File: src/sv/stsp_pkg.sv
// Shared types and constants for the sinusoidal trajectory setpoint block.
// Holds the fixed-point formats, the CORDIC angle table and the register map.
// No dependencies; every other file in sv/ imports this package.
package stsp_pkg;

    // Phase and sine resolution
    localparam int PHASE_BITS   = 16;
    localparam int SINE_BITS    = 16;

    // CORDIC datapath: Q30 values with headroom for growth and sign
    localparam int CORDIC_STEPS = 30;
    localparam int CW           = 34;
    localparam int SINE_SH      = 31 - SINE_BITS;

    // Axis product and sum widths
    localparam int PROD_W       = 32 + SINE_BITS;
    localparam int SUM_W        = 35;

    // Queue between the front and the back
    localparam int QUEUE_DEPTH  = 4;
    localparam int QPTR_W       = $clog2(QUEUE_DEPTH);
    localparam int QCNT_W       = $clog2(QUEUE_DEPTH + 1);

    // Configuration index width (one spare bit so out-of-map writes are visible)
    localparam int CFG_IDX_W    = 4;

    typedef logic [31:0]          t_word;
    typedef logic signed [CW-1:0] t_cval;

    // 1/K pre-scaled start vector, Q30
    localparam t_cval CORDIC_GAIN = t_cval'(652032874);

    // atan(2^-i) in units of 2^-32 turn
    localparam logic [31:0] ATAN_TURN [CORDIC_STEPS] = '{
        32'd536870912, 32'd316933406, 32'd167458907, 32'd85004756, 32'd42667331,
        32'd21354465,  32'd10679838,  32'd5340245,   32'd2670163,  32'd1335087,
        32'd667544,    32'd333772,    32'd166886,    32'd83443,    32'd41722,
        32'd20861,     32'd10430,     32'd5215,      32'd2608,     32'd1304,
        32'd652,       32'd326,       32'd163,       32'd81,       32'd41,
        32'd20,        32'd10,        32'd5,         32'd3,        32'd1
    };

    // Sine rounding and clamp limits
    localparam t_cval Y_HALF  = t_cval'(1) <<< (SINE_SH - 1);
    localparam t_cval SINE_HI = (t_cval'(1) <<< (SINE_BITS - 1)) - t_cval'(1);
    localparam t_cval SINE_LO = -(t_cval'(1) <<< (SINE_BITS - 1));

    // Axis rounding and output clamp limits
    localparam logic signed [PROD_W:0]  MUL_HALF = (PROD_W + 1)'(1) <<< (SINE_BITS - 2);
    localparam logic signed [SUM_W-1:0] POS_HI   = SUM_W'(32'sh7fff_ffff);
    localparam logic signed [SUM_W-1:0] POS_LO   = SUM_W'(32'sh8000_0000);

    // Register map
    typedef enum logic [CFG_IDX_W-1:0] {
        REG_CENTER_X,
        REG_CENTER_Y,
        REG_CENTER_Z,
        REG_AMPLITUDE_X,
        REG_AMPLITUDE_Y,
        REG_AMPLITUDE_Z,
        REG_FREQUENCY,
        REG_PERIOD_COUNT
    } t_reg_idx;

    // Register file contents
    typedef struct packed {
        t_word [2:0] center;
        t_word [2:0] amp;
        t_word       freq;
        logic [15:0] pcount;
    } t_cfg;

    // Classified request handed from the front to the back
    typedef struct packed {
        logic                  moving;
        logic [PHASE_BITS-1:0] phase;
    } t_cls;

endpackage

File: src/sv/stsp_front.sv
// Front end: accepts time samples, forms cycles = frequency * time, and
// classifies each request (moving or at center, phase of the turn).
// Depends on stsp_pkg.
module stsp_front (
    input  logic                         i_clk,
    input  logic                         i_rst_n,
    input  logic                         i_valid,
    output logic                         o_ready,
    input  logic signed [31:0]           i_time_now,
    input  stsp_pkg::t_cfg               i_cfg,
    input  logic [stsp_pkg::QCNT_W-1:0]  i_level,
    output logic                         o_push,
    output stsp_pkg::t_cls               o_cls
);
    import stsp_pkg::*;

    logic               r_valid;
    logic signed [63:0] r_prod;
    logic signed [64:0] n_prod;
    logic               accept;

    // Credit check: queue entries plus the request in the multiply stage
    assign o_ready = (int'(i_level) + int'(r_valid)) < QUEUE_DEPTH;
    assign accept  = i_valid && o_ready;

    // Unsigned Q8.24 times signed Q16.16 gives signed Q24.40
    assign n_prod = $signed({1'b0, i_cfg.freq}) * i_time_now;

    always_ff @(posedge i_clk) begin
        if (!i_rst_n) begin
            r_valid <= 1'b0;
        end else begin
            r_valid <= accept;
        end
    end

    always_ff @(posedge i_clk) begin
        if (accept) begin
            r_prod <= n_prod[63:0];
        end
    end

    // Moving while the frequency is nonzero and the whole-cycle count is below period_count
    assign o_push       = r_valid;
    assign o_cls.moving = (i_cfg.freq != '0) &&
                          ($signed(r_prod[63:40]) < $signed({8'b0, i_cfg.pcount}));
    assign o_cls.phase  = r_prod[39 -: PHASE_BITS];

endmodule

File: config.mk
export PLATFORM = sky130hd
export DESIGN_NAME = stsp_front
export DESIGN_NICKNAME = d
export VERILOG_FILES = /design/src/sv/stsp_pkg.sv /design/src/sv/stsp_front.sv
export SDC_FILE = /design/constraint.sdc
export NUM_CORES = 2
export LEC_CHECK = 0
export ABC_AREA = 0
export BUFFER_PORTS_ARGS = -buffer_cell sky130_fd_sc_hd__buf_2
export CAP_MARGIN = 10
export CELL_PAD_IN_SITES_DETAIL_PLACEMENT = 0
export CELL_PAD_IN_SITES_GLOBAL_PLACEMENT = 1
export CORE_MARGIN = 2
export CORE_UTILIZATION = 53
export DETAILED_ROUTE_END_ITERATION = 7
export HOLD_SLACK_MARGIN = 0.12
export PLACE_DENSITY = 0.95
export SETUP_SLACK_MARGIN = 0.5
export SLEW_MARGIN = 20
export SYNTH_ARGS = -nofsm -noshare
export SYNTH_HDL_FRONTEND = slang
export SYNTH_SLANG_ARGS = --single-unit
export TNS_END_PERCENT = 5
File: constraint.sdc
create_clock -name i_clk -period 17.9 [get_ports i_clk]
set_clock_uncertainty 0.05 [all_clocks]
set_input_delay 1.79 -clock i_clk [delete_from_list [all_inputs] [get_ports i_clk]]
set_output_delay 1.79 -clock i_clk [all_outputs]
set_load 0.02 [all_outputs]
==> flow_summary.json <==
{
  "hold_path_startpoint": "o_push",
  "cts_hold_buf": 0,
  "rsz0062_at_grt": "no",
  "crit_path_start_kind": "input port",
  "ys_types": 66,
  "drive_gt1_frac": 0.03824,
  "crit_chain": "buf_2, and2_1, fa_1, fa_1, inv_1, fa_1, fa_1, inv_1, fa_1, fa_1, fa_1, inv_1, fa_1, inv_1, ha_1, nand4_1, nor4_2, and2_1, a22o_1, a31oi_1, o2111ai_1, nand2_1, o21ai_1, xor2_1",
  "setup_tns_ps": 0,
  "grt_overflow_total": 0,
  "status": "complete, no violations",
  "wl_per_cell_um": 19.11,
  "setup_viol": 0,
  "crit_path_max_incr_delay_ps": 680,
  "maxSlewHeadroom": 0.3534,
  "fillers": 5860,
  "timing.fmax_mhz": 107.9,
  "numCtsBuffers": 5,
  "worst_pin_slew_ps": 969.9,
  "synth_ff_type": "edfxtp_1",
  "ys_seq_elements": 41,
  "syn_area_mm2": 0.03525,
  "hold_class": "reg2reg",
  "period_share": 0.5179,
  "grt_pass1_vias": 27620,
  "cp_common_cell": "fa_1",
  "dr.pass1.iters": 7,
  "fp-row-count": 94,
  "start_util": 0.5352,
  "vias": 24970,
  "place.gp.congestion": 0.8961,
  "crit_path_start": "i_cfg[40]",
  "coreArea_mm2": 0.06586,
  "fin_crit_ps": 9270,
  "antenna_found_initial": 4,
  "synthCells": 3797,
  "cts_tree": "done",
  "place.port_buffers": 104,
  "io_pins": 297,
  "grt_max_degree": 41,
  "routed_wl_mm": 87.01,
  "hold_path_depth": 2,
  "timing.final.hold_violations": 0,
  "die_w_um": 261.9,
  "crit_arrival_ps": 9250,
  "post-cts-setup-buffer-count": 0,
  "ant_nets": 0,
  "cp-end-kind": "flop",
  "reg2reg_depth": 2,
  "dp_hpwl_mm": 68.18,
  "grt_pass1_wl_mm": 145.1,
  "required_ps": 17880,
  "htree_levels": 2,
  "clk_latency_ps": 290,
  "drtIter0Drc": 1758,
  "drc": 0,
  "crit_type": "in2reg",
  "cts_root_buf": "clkbuf_16",
  "synth-edff-count": 40,
  "cts_resized": 0,
  "clk_pin_slew_worst_paths_ps": 60,
  "drv_slew": 0,
  "slowest_stage": "buf_2",
  "die-area_mm2": 0.06859,
  "yosysWarnings": 0,
  "fin_nets": 5163,
  "async_reset_ff_frac": 0,
  "timing.rr.start": "o_push",
  "die_y_um": 261.9,
  "areaGrowthSynthToFinish_pct": 2.488,
  "cts.sinks": 41,
  "viasPerCell": 5.483,
  "synth.avg_cell_area_um2": 9.284,
  "groute.usage.overall": 0.2708,
  "crit_fanout": 33,
  "cap_violations": 0,
  "seq_area_frac_synth": 0.03464,
  "cts_buffer_depth": 2,
  "synthesis.nets": 5273
}
[sequential cells by signal, summed over array words and instances (netlist names)]
| register | cells |
|---|---|
| o_push | 1 |
| r_prod | 40 |
[logic make-up (layout without fill, tap and decap cells)]
family | Yosys count | in the layout | synth area share
AO/OA/AOI/OAI | 193 | 193 | 0.03794
XOR/XNOR | 46 | 46 | 0.01143
adder cells (fa/ha/maj) | 1198 | 1198 | 0.6160
buffers and inverters | 1134 | 1024 | 0.1233
flip-flops | 41 | 41 | 0.03464
other | 0 | 3 | 0
AND/OR/NAND/NOR | 1185 | 1185 | 0.1767
[synth_stat cells (27+ instances only)]
cell / n / area (um^2)
xnor2_1: 27 / 236.5
and2_1: 606 / 3791
nor2_1: 47 / 176.4
a21oi_1: 53 / 265.3
fa_1: 896 / 17940
o21ai_0: 28 / 140.1
ha_1: 302 / 3779
nand4_1: 30 / 187.7
inv_1: 906 / 3401
clkbuf_1: 195 / 732.0
a21o_1: 36 / 270.3
nand2_1: 429 / 1610
edfxtp_1: 40 / 1201
[stage by stage]
stage	area (um^2)	hold slack [ps]	cells	utilization	setup WS, ps
2_1_floorplan	35250	868.9	3797	-	9511
3_3_place_gp	35960	585.2	4544	0.5460	8461
3_5_place_dp	35960	593.7	4544	0.5460	8413
4_1_cts	36120	610.1	4551	0.5484	8718
5_1_grt	36130	665.0	4554	0.5486	8320
6_report	36130	610.5	4554	0.5486	8630
[cell usage in the layout (no fill, tap or decap), types with 5 or more instances in the layout]
| cell type | instances |
|---|---|
| o21ai_0 | 28 |
| o21ai_1 | 5 |
| edfxtp_1 | 40 |
| buf_4 | 7 |
| nand4_1 | 30 |
| a21o_1 | 36 |
| and2_1 | 605 |
| o21a_1 | 8 |
| nand3_1 | 12 |
| clkbuf_16 | 5 |
| o21bai_1 | 12 |
| nand2_1 | 429 |
| ha_1 | 302 |
| nand2b_1 | 15 |
| and3_1 | 7 |
| nor3_1 | 8 |
| xor2_1 | 19 |
| a31oi_1 | 10 |
| nor2_1 | 47 |
| a21oi_1 | 53 |
| inv_1 | 906 |
| nor4_1 | 13 |
| xnor2_1 | 27 |
| buf_2 | 104 |
| fa_1 | 896 |
[worst max-delay path, delay by kind of cell]
family          cells  cell delay [ps]
fa+ha+maj           9             4470
simple gates        5             1270
buf+inv             5              890
compound gates      4              700
xor+xnor            1               90
[metal layers]
metal	vias to the layer above	share of wire	GRT usage
met4	0	0.038	0.08961
met1	12960	0.39	0.3481
met2	988	0.50	0.4697
met3	223	0.071	0.04253
li1	10800	-	-
met5	-	0	0
[worst paths after layout]
kind	to	slack (ps)
hold / removal	o_push	610
hold reg to reg	o_push	610
setup reg to reg	r_prod[25]	16090
setup / recovery	r_prod[58]	8630
[layout make-up]
cell class,instances,area (um^2),area share
flip-flops and latches,41,1221,0.03380
diodes,3,7.507,0.0002078
repair buffers,111,573.1,0.01586
inverters,906,3401,0.09413
clock inverters,2,35.03,0.0009697
multi-input cells,2622,29690,0.8217
well taps,864,1081,0.02992
clock buffers,5,125.1,0.003463
Power is left out: the tool's default activity adds up to more than one toggle a clock period on the data nets, which glitch-free logic cannot reach.
