File: src/sv/stsp_pkg.sv
// Shared types and constants for the sinusoidal trajectory setpoint block.
// Holds the fixed-point formats, the CORDIC angle table and the register map.
// No dependencies; every other file in sv/ imports this package.
package stsp_pkg;

    // Phase and sine resolution
    localparam int PHASE_BITS   = 16;
    localparam int SINE_BITS    = 16;

    // CORDIC datapath: Q30 values with headroom for growth and sign
    localparam int CORDIC_STEPS = 30;
    localparam int CW           = 34;
    localparam int SINE_SH      = 31 - SINE_BITS;

    // Axis product and sum widths
    localparam int PROD_W       = 32 + SINE_BITS;
    localparam int SUM_W        = 35;

    // Queue between the front and the back
    localparam int QUEUE_DEPTH  = 4;
    localparam int QPTR_W       = $clog2(QUEUE_DEPTH);
    localparam int QCNT_W       = $clog2(QUEUE_DEPTH + 1);

    // Configuration index width (one spare bit so out-of-map writes are visible)
    localparam int CFG_IDX_W    = 4;

    typedef logic [31:0]          t_word;
    typedef logic signed [CW-1:0] t_cval;

    // 1/K pre-scaled start vector, Q30
    localparam t_cval CORDIC_GAIN = t_cval'(652032874);

    // atan(2^-i) in units of 2^-32 turn
    localparam logic [31:0] ATAN_TURN [CORDIC_STEPS] = '{
        32'd536870912, 32'd316933406, 32'd167458907, 32'd85004756, 32'd42667331,
        32'd21354465,  32'd10679838,  32'd5340245,   32'd2670163,  32'd1335087,
        32'd667544,    32'd333772,    32'd166886,    32'd83443,    32'd41722,
        32'd20861,     32'd10430,     32'd5215,      32'd2608,     32'd1304,
        32'd652,       32'd326,       32'd163,       32'd81,       32'd41,
        32'd20,        32'd10,        32'd5,         32'd3,        32'd1
    };

    // Sine rounding and clamp limits
    localparam t_cval Y_HALF  = t_cval'(1) <<< (SINE_SH - 1);
    localparam t_cval SINE_HI = (t_cval'(1) <<< (SINE_BITS - 1)) - t_cval'(1);
    localparam t_cval SINE_LO = -(t_cval'(1) <<< (SINE_BITS - 1));

    // Axis rounding and output clamp limits
    localparam logic signed [PROD_W:0]  MUL_HALF = (PROD_W + 1)'(1) <<< (SINE_BITS - 2);
    localparam logic signed [SUM_W-1:0] POS_HI   = SUM_W'(32'sh7fff_ffff);
    localparam logic signed [SUM_W-1:0] POS_LO   = SUM_W'(32'sh8000_0000);

    // Register map
    typedef enum logic [CFG_IDX_W-1:0] {
        REG_CENTER_X,
        REG_CENTER_Y,
        REG_CENTER_Z,
        REG_AMPLITUDE_X,
        REG_AMPLITUDE_Y,
        REG_AMPLITUDE_Z,
        REG_FREQUENCY,
        REG_PERIOD_COUNT
    } t_reg_idx;

    // Register file contents
    typedef struct packed {
        t_word [2:0] center;
        t_word [2:0] amp;
        t_word       freq;
        logic [15:0] pcount;
    } t_cfg;

    // Classified request handed from the front to the back
    typedef struct packed {
        logic                  moving;
        logic [PHASE_BITS-1:0] phase;
    } t_cls;

endpackage

File: src/sv/stsp_queue.sv
// Short request queue between the front and the back.
// Register-based, first in first out. Depends on stsp_pkg.
module stsp_queue (
    input  logic                         i_clk,
    input  logic                         i_rst_n,
    input  logic                         i_push,
    input  stsp_pkg::t_cls               i_data,
    input  logic                         i_pop,
    output stsp_pkg::t_cls               o_data,
    output logic                         o_empty,
    output logic [stsp_pkg::QCNT_W-1:0]  o_level
);
    import stsp_pkg::*;

    t_cls              r_mem [QUEUE_DEPTH];
    logic [QPTR_W-1:0] r_wr;
    logic [QPTR_W-1:0] r_rd;
    logic [QCNT_W-1:0] r_count;

    // Storage
    always_ff @(posedge i_clk) begin
        if (i_push) begin
            r_mem[r_wr] <= i_data;
        end
    end

    // Pointers and fill level
    always_ff @(posedge i_clk) begin
        if (!i_rst_n) begin
            r_wr    <= '0;
            r_rd    <= '0;
            r_count <= '0;
        end else begin
            if (i_push) begin
                r_wr <= (r_wr == QPTR_W'(QUEUE_DEPTH - 1)) ? '0 : r_wr + QPTR_W'(1);
            end
            if (i_pop) begin
                r_rd <= (r_rd == QPTR_W'(QUEUE_DEPTH - 1)) ? '0 : r_rd + QPTR_W'(1);
            end
            r_count <= r_count + QCNT_W'(i_push) - QCNT_W'(i_pop);
        end
    end

    assign o_data  = r_mem[r_rd];
    assign o_empty = (r_count == '0);
    assign o_level = r_count;

    // The front's credit check must keep the queue from overflowing
    a_no_overflow: assert property (@(posedge i_clk) disable iff (!i_rst_n)
        i_push |-> (r_count != QCNT_W'(QUEUE_DEPTH)))
        else $error("queue push while full");

    a_no_underflow: assert property (@(posedge i_clk) disable iff (!i_rst_n)
        i_pop |-> !o_empty)
        else $error("queue pop while empty");

endmodule

File: config.mk
export PLATFORM = sky130hd
export DESIGN_NAME = stsp_queue
export DESIGN_NICKNAME = d
export VERILOG_FILES = /design/src/sv/stsp_pkg.sv /design/src/sv/stsp_queue.sv
export SDC_FILE = /design/constraint.sdc
export NUM_CORES = 1
export LEC_CHECK = 0
export BUFFER_PORTS_ARGS = -buffer_cell sky130_fd_sc_hd__buf_2
export CORE_ASPECT_RATIO = 1.5
export CORE_UTILIZATION = 50
export CTS_CLUSTER_SIZE = 10
export DETAILED_ROUTE_END_ITERATION = 6
export PLACE_DENSITY = 0.71
export SETUP_SLACK_MARGIN = 0.5
export SLEW_MARGIN = 10
export SYNTH_ARGS = -nofsm -noshare
export SYNTH_HDL_FRONTEND = slang
export SYNTH_SLANG_ARGS = --single-unit
File: constraint.sdc
create_clock -name i_clk -period 2.05 [get_ports i_clk]
set_input_delay 0.41 -clock i_clk [delete_from_list [all_inputs] [get_ports i_clk]]
set_output_delay 0.41 -clock i_clk [all_outputs]
set_load 0.02 [all_outputs]
==> flow_metrics.env, run 1 <==
export IMPL_place_gp_congestion=0.674
export IMPL_yosysTopAreaCellShare_pct=69.5
export IMPL_ios=42
export IMPL_worst_r2r_startpoint="o_level[0]$_SDFF_PN0_"
export IMPL_nNetsFinal=218
export IMPL_die_area_sq_mm=0.00619
export IMPL_routedWlPerCell_microns=18.7
export IMPL_place_ws_ps=250
export IMPL_fmax_mhz=505
export IMPL_die_h_microns=95.9
export IMPL_hp_start="i_data[2]"
export IMPL_worstPathCellList="buf_12 -> mux4_2 -> buf_6"
export IMPL_period_minus_slack_ps=1980
export IMPL_core_area_sq_mm=0.00557
export IMPL_grt_pass1_vias=1489
export IMPL_synthTopCellsByArea="edfxtp_1 70%, mux4_2 7.7%, mux4_1 6.3%, dfxtp_1 6.1%, ha_1 3.0%"
export IMPL_crit_arrival_ps=1570
export IMPL_synthDistinctLibCells=18
export IMPL_final_common_cell="edfxtp_1"
export IMPL_yosysSeqAreaShare_pct=75.7
export IMPL_htree_levels=3
export IMPL_fin_cells=264
export IMPL_power_density_mw_per_mm2=992
export IMPL_grt_setup_unrepaired="yes"
export IMPL_sw_frac_of_total_pct=23.5
export IMPL_grt_busiest_layer="met2"
export IMPL_p_leak_nw=1.31
export IMPL_setup_violations=0
export IMPL_p_comb_share_pct=15.1
export IMPL_antenna_found_initial=0
export IMPL_yosysWarnings=0
export IMPL_place_detailed_hpwl_microns=3210
export IMPL_root_buffer="clkbuf_8"
export IMPL_ys_ff_latch=77
export IMPL_drt_iter0_drc=26
export IMPL_clkPwrFrac_pct=34.0
export IMPL_cts_buffers=9
export IMPL_use_met2_pct=31.8
export IMPL_switchingPower_w=0.000850
export IMPL_fin_skew_ps=6.52
export IMPL_grt_pass1_wl_microns=7670
export IMPL_start_util_pct=52.7
export IMPL_p_int_w=0.00277
export IMPL_grt_usage_pct=18.4
export IMPL_n_antenna_cell=0
export IMPL_gr_total_overflow=0
export IMPL_worst_pin_slew_ps=256
export IMPL_path_clk_slew_ps=80
export IMPL_worst_path_buf_inv=2
export IMPL_syn_avg_cell_area_sq_um=22.4
export IMPL_worstPathRequired_ps=1640
export IMPL_final_cell_mix="68 x edfxtp_1, 23 x buf_2, 18 x buf_6"
export IMPL_drive_above_1_share_pct=48.5
export IMPL_firstDrtPassIters=4
export IMPL_fin_hold_ws_ps=277
export IMPL_grt_use_met3_pct=5.09
export IMPL_rows=33
export IMPL_crit_type="reg2out"
export IMPL_cts_num_sinks=77
export IMPL_relSlewSlack_pct=82.9
export IMPL_hold_viol_final=0
export IMPL_insertion_delay_ps=350
export IMPL_avgViaCountPerCell=5.19
export IMPL_synth_area_sq_mm=0.00294
export IMPL_hold_buffers=0
export IMPL_tritoncts="yes"
export IMPL_critPathTopFamily="multiplexers"
export IMPL_cp_end_kind="primary output"
export IMPL_wl_microns=4940
export IMPL_crit_slowest_cell="mux4_2"
export IMPL_timing_final_ws_setup_ps=71.6
export IMPL_cp_start_kind="flop"
export IMPL_tns_ps=0
export IMPL_placed_cells=244
export IMPL_fp_dieW_microns=64.6
export IMPL_drc=0
export IMPL_syn_nets=160
export IMPL_area_delta_synth_final_pct=24.1
export IMPL_synth_top_area_cell="edfxtp_1"
export IMPL_drv_cap=0
export IMPL_period_share_pct=96.5
export IMPL_postPlaceCellArea_sq_mm=0.00325
export IMPL_vias=1371
export IMPL_synth_cells=131
export IMPL_crit_fanout=6
export IMPL_ant_nets=0
export IMPL_min_path_type="in2reg"
export IMPL_design_area_sq_mm=0.00364
export IMPL_drv_slew=0
export IMPL_grt_start_max_net_pins=18
export IMPL_status="finished, final reports clean"
export IMPL_ir_drop_v=0.000852
export IMPL_seq_power_share_pct=50.9
export IMPL_max_clock_path_buffers=2
export IMPL_critPathMaxStageDelay_ps=510
export IMPL_port_buffers=41
export IMPL_grt_use_met1_pct=19.8
==> power groups by stage <==
stage | registers, W | logic [W] | clock network, W
2_1_floorplan | 0.00188 | 0.000275 | 0
4_1_cts | 0.00184 | 0.000545 | 0.00126
6_report | 0.00184 | 0.000547 | 0.00123
3_3_place_gp | 0.00186 | 0.000421 | 0
5_1_grt | 0.00185 | 0.000585 | 0.00131
3_5_place_dp | 0.00187 | 0.000442 | 0
==> routing by layer <==
layer  routed length (microns)  vias to the layer above
li1                          -                      638
met1                      1930                      682
met2                      2670                       39
met3                       197                       12
met5                         0                        -
met4                       146                        0
==> cell usage after synthesis, drive strengths merged <==
cell	n
or3b	2
and2	5
dfxtp	9
nor2	4
buf	4
edfxtp	68
nor3	1
fa	1
inv	6
a21oi	2
mux2i	2
ha	7
nand2b	2
mux4	17
xnor3	1
==> final cells by class <==
cell class                      count  area [sq um]
Inverter                            6          22.5
Fill cell                         409          1930
Sequential cell                    77          2230
Timing Repair Buffer               51           425
Multi-Input combinational cell     44           657
Tap cell                           70          87.6
Clock inverter                      7          98.8
Clock buffer                        9           124
==> cell families after synthesis <==
family | Yosys count | share of synthesized area, %
fa+ha+maj | 8 | 3.66
buf+inv | 10 | 2.17
xor+xnor | 1 | 0.767
simple gates | 14 | 2.77
compound gates | 2 | 0.341
flops | 77 | 75.7
mux | 19 | 14.6
==> path summary, 6_finish.rpt <==
kind,end,cells past startpoint,slack (ps)
worst max-delay path,o_data[5],3,70
worst min-delay path,r_mem[1][2]$_DFFE_PP_,1,280
worst min register to register,flop,2,510
worst max register to register,o_level[2]$_SDFF_PN0_,8,540
==> stage by stage <==
| stage | util (%) | power [W] |
|---|---|---|
| 5_1_grt | 65.4 | 0.00374 |
| 6_report | 65.4 | 0.00362 |
| 3_3_place_gp | 58.4 | 0.00228 |
| 4_1_cts | 65.3 | 0.00364 |
| 2_1_floorplan | - | 0.00215 |
| 3_5_place_dp | 58.4 | 0.00231 |
==> registers in the layout (all words and copies together) (netlist names), named ones only <==
signal   flops
r_wr         2
o_level      3
r_mem       68
r_rd         2
==> repair_timing <==
| item | 4_1_cts | 5_1_grt |
|---|---|---|
| setup buffers | 3 | 0 |
| cloned | 1 | 0 |
| endpoints found under the setup margin | 19 | 20 |
| pin swaps | 3 | 1 |
| gates resized for setup | 50 | 2 |
No activity file was read; power rests on OpenSTA's default activity.
==> run 2, diff against run 1 <==
Clock period 2.05 ns to 2.4 ns, I/O delays scaled along.
==> flow_metrics.env, run 2 (synthesis results as in run 1) <==
export IMPL_setup_violations=0
export IMPL_ir_drop_v=0.000582
export IMPL_cp_end_kind="primary output"
export IMPL_drc=0
export IMPL_drt_iter0_drc=55
export IMPL_wl_microns=4760
export IMPL_p_int_w=0.00245
export IMPL_p_comb_share_pct=13.8
export IMPL_max_clock_path_buffers=2
export IMPL_power_w=0.00316
export IMPL_start_util_pct=52.7
export IMPL_path_clk_slew_ps=80
export IMPL_antenna_found_initial=0
export IMPL_cts_num_sinks=77
export IMPL_tritoncts="yes"
export IMPL_clkPwrFrac_pct=36.6
export IMPL_crit_arrival_ps=1570
export IMPL_drv_slew=0
export IMPL_fp_dieW_microns=64.6
export IMPL_die_area_sq_mm=0.00619
export IMPL_grt_start_max_net_pins=18
export IMPL_cp_start_kind="flop"
export IMPL_final_cell_mix="68 x edfxtp_1, 24 x buf_2, 18 x buf_6"
export IMPL_fin_skew_ps=4.06
export IMPL_insertion_delay_ps=340
export IMPL_core_area_sq_mm=0.00557
export IMPL_fillCellCount=380
export IMPL_min_path_type="in2reg"
export IMPL_vias=1395
export IMPL_final_common_cell="edfxtp_1"
export IMPL_n_antenna_cell=0
export IMPL_crit_fanout=7
export IMPL_fmax_mhz=489
export IMPL_place_gp_congestion=0.718
export IMPL_crit_type="reg2out"
export IMPL_worst_pin_slew_ps=263
export IMPL_hold_buffers=0
export IMPL_hold_depth=1
export IMPL_relSlewSlack_pct=82.4
export IMPL_seq_power_share_pct=49.6
export IMPL_period_share_pct=85.3
export IMPL_largest_reg_flops=68
export IMPL_nNetsFinal=217
export IMPL_reg2regPathDepth=8
export IMPL_root_buffer="clkbuf_8"
export IMPL_grt_pass1_vias=1503
export IMPL_routedWlPerCell_microns=18.1
export IMPL_drive_above_1_share_pct=44.6
export IMPL_grt_usage_pct=17.8
export IMPL_ios=42
export IMPL_gr_total_overflow=0
export IMPL_grt_setup_unrepaired="yes"
export IMPL_die_h_microns=95.9
export IMPL_area_delta_synth_final_pct=23.3
export IMPL_switchingPower_w=0.000709
export IMPL_cts_buffers=9
export IMPL_drv_cap=0
export IMPL_power_density_mw_per_mm2=872
export IMPL_hold_viol_final=0
export IMPL_sw_frac_of_total_pct=22.5
export IMPL_ant_nets=0
export IMPL_avgViaCountPerCell=5.30
export IMPL_largest_register="r_mem"
export IMPL_grt_pass1_wl_microns=7500
export IMPL_status="finished, final reports clean"
export IMPL_timing_final_ws_setup_ps=354
export IMPL_worstPathRequired_ps=1920
export IMPL_p_leak_nw=1.32
export IMPL_tns_ps=0
export IMPL_rows=33
export IMPL_htree_levels=3
export IMPL_port_buffers=41
export IMPL_period_minus_slack_ps=2050
export IMPL_firstDrtPassIters=4
export IMPL_place_ws_ps=466
run 2: cell count changes in the layout (fill, tap and decap cells not counted), sizes merged:
cell,change
buf,-1
clkinvlp,-2
inv,+1
bufinv,+1
run 2: power groups by stage:
stage	Combinational, W	Sequential [W]	Clock (W)
after floorplan	0.000234	0.00160	0
after global placement	0.000359	0.00159	0
after detailed placement	0.000370	0.00159	0
after CTS	0.000442	0.00157	0.00118
after global routing	0.000466	0.00157	0.00124
final	0.000434	0.00157	0.00116
run 2: path summary, 6_finish.rpt:
check | slack [ps] | endpoint | start
setup / recovery | 350 | o_data[9] | flop
hold / removal | 350 | r_mem[3][0]$_DFFE_PP_ | i_data[0]
setup reg to reg | 750 | o_level[2]$_SDFF_PN0_ | o_level[0]$_SDFF_PN0_
hold reg to reg | 520 | flop | r_rd[0]$_SDFFE_PN0P_
run 2: layout make-up:
| cell class | count | area [sq um] | area share (%) |
|---|---|---|---|
| flip-flops and latches | 77 | 2230 | 61.5 |
| repair buffers | 50 | 415 | 11.5 |
| multi-input cells | 44 | 624 | 17.2 |
| inverters | 6 | 22.5 | 0.622 |
| clock buffers | 9 | 124 | 3.42 |
| clock inverters | 7 | 121 | 3.35 |
| well taps | 70 | 87.6 | 2.42 |
run 2: critical path, cell delays in order, from the launching register on:
cell     delay, ps
dfxtp_4        410
buf_12         150
mux4_2         520
buf_6          150
run 2: what timing repair did:
action                                  CTS  global route
cloned                                    1             0
endpoints found under the hold margin     0             0
setup buffers                             2             0
endpoints found under the setup margin   17            17
resized for setup                        45             0
pin swaps                                 0             0
run 2: stage by stage:
stage	instances	util [%]	instance area, sq um	hold slack, ps
after floorplan	131	-	2940	476
after global placement	244	58.2	3250	499
after detailed placement	244	58.2	3250	521
after CTS	263	65.0	3620	332
after global routing	263	65.0	3620	320
final	263	65.0	3620	352
run 2: routing by layer:
layer,global-route usage [%],routed length (microns),up-vias,part of all wire [%]
met1,19.7,1840,705,39
met2,29.5,2570,42,54
met3,6.40,223,10,4.7
met5,0,0,-,0
met4,10.4,118,0,2.5
li1,-,-,638,-
==> run 3, diff against run 2 <==
Settings changed: CTS_CLUSTER_DIAMETER set to 80, SETUP_SLACK_MARGIN 0.5 to unset.
==> flow_metrics.env, run 3 (synthesis results as in run 1) <==
export IMPL_cts_repair_resized=0
export IMPL_fin_skew_ps=3.26
export IMPL_ant_nets=0
export IMPL_drive_above_1_share_pct=39.5
export IMPL_largest_reg_flops=68
export IMPL_fp_dieW_microns=64.6
export IMPL_die_area_sq_mm=0.00619
export IMPL_die_h_microns=95.9
export IMPL_antenna_found_initial=0
export IMPL_ios=42
export IMPL_status="finished, final reports clean"
export IMPL_wl_met1_microns=1830
export IMPL_grt_usage_pct=16.9
export IMPL_power_density_mw_per_mm2=886
export IMPL_htree_levels=3
export IMPL_root_buffer="clkbuf_8"
export IMPL_grt_pass1_vias=1451
export IMPL_routedWlPerCell_microns=17.6
export IMPL_placed_cells=244
export IMPL_firstDrtPassIters=4
export IMPL_tritoncts="yes"
export IMPL_post_cts_buffers=0
export IMPL_wl_microns=4580
export IMPL_drt_iter0_drc=45
export IMPL_crit_fanout=13
export IMPL_power_w=0.00309
export IMPL_cp_start_kind="flop"
export IMPL_route_top_layer_used="met4"
export IMPL_rrSetupSlack_ps=750
export IMPL_period_share_pct=95.9
export IMPL_setup_violations=0
export IMPL_n_antenna_cell=0
export IMPL_fin_cells=260
export IMPL_cts_buffers=9
export IMPL_routed_wl_met2_microns=2460
export IMPL_ir_drop_v=0.000592
export IMPL_min_path_type="in2reg"
export IMPL_grt_pass1_wl_microns=7110
export IMPL_met3_wirelength_microns=188
export IMPL_place_gp_congestion=0.718
export IMPL_final_common_cell="edfxtp_1"
export IMPL_hold_viol_final=0
export IMPL_hold_buffers=0
export IMPL_gr_total_overflow=0
export IMPL_grt_setup_unrepaired="no"
export IMPL_reg2regPathDepth=8
export IMPL_start_util_pct=52.7
export IMPL_seq_area_sq_mm=0.00222
export IMPL_tns_ps=0
export IMPL_period_minus_slack_ps=2300
export IMPL_nNetsFinal=214
export IMPL_drv_slew=0
export IMPL_fillCellCount=394
export IMPL_avgViaCountPerCell=5.30
export IMPL_core_area_sq_mm=0.00557
export IMPL_rows=33
export IMPL_grt_start_max_net_pins=18
export IMPL_relSlewSlack_pct=78.0
export IMPL_drv_cap=0
export IMPL_insertion_delay_ps=340
export IMPL_crit_type="reg2out"
export IMPL_worstPathRequired_ps=1920
export IMPL_drc=0
export IMPL_path_clk_slew_ps=80
export IMPL_cp_end_kind="primary output"
export IMPL_max_clock_path_buffers=2
export IMPL_final_util_pct=62.6
export IMPL_worst_pin_slew_ps=329
export IMPL_cts_num_sinks=77
export IMPL_largest_register="r_mem"
export IMPL_area_delta_synth_final_pct=18.9
export IMPL_vias=1377
export IMPL_port_buffers=41
export IMPL_crit_arrival_ps=1820
export IMPL_multiInputGateArea_sq_um=651
export IMPL_hold_depth=1
export IMPL_fmax_mhz=434
export IMPL_final_cell_mix="68 x edfxtp_1, 41 x buf_2, 10 x mux4_2"
export IMPL_p_leak_nw=1.28
run 3: through the flow:
step	hold slack, ps	instance area (sq um)	setup WS [ps]
floorplan	476	2940	726
finish	350	3490	97.8
global route	327	3490	18.2
detailed placement	521	3250	466
global placement	499	3250	506
CTS	332	3490	56.1
run 3: final cells by class:
class	instances	share of cell area, %
tap	70	2.51
clock inverter	7	3.48
clock buffer	9	3.55
inverter	6	0.645
sequential	77	63.7
timing repair buffer	47	7.53
multi-input combinational	44	18.6
run 3: final timing paths:
| check | from | to |
|---|---|---|
| setup / recovery | flop | o_data[11] |
| hold / removal | i_data[0] | r_mem[3][0]$_DFFE_PP_ |
| setup reg to reg | o_level[0]$_SDFF_PN0_ | o_level[2]$_SDFF_PN0_ |
| hold reg to reg | r_rd[0]$_SDFFE_PN0P_ | flop |
run 3: per-layer routing:
| layer | GRT usage (%) | vias to the layer above |
|---|---|---|
| li1 | - | 636 |
| met1 | 18.5 | 697 |
| met2 | 28.9 | 37 |
| met3 | 4.62 | 7 |
| met4 | 10.6 | 0 |
| met5 | 0 | - |
run 3: critical path: stages, from the launching register on:
cell and delay, ps:
dfxtp_1 520, buf_12 210, mux4_1 570, buf_2 180
run 3: power breakdown:
part	switching [W]	leakage [nW]	total, W	internal (W)
logic	0.000197	0.460	0.000364	0.000167
registers	0.0000368	0.699	0.00157	0.00153
clock network	0.000466	0.124	0.00116	0.000697
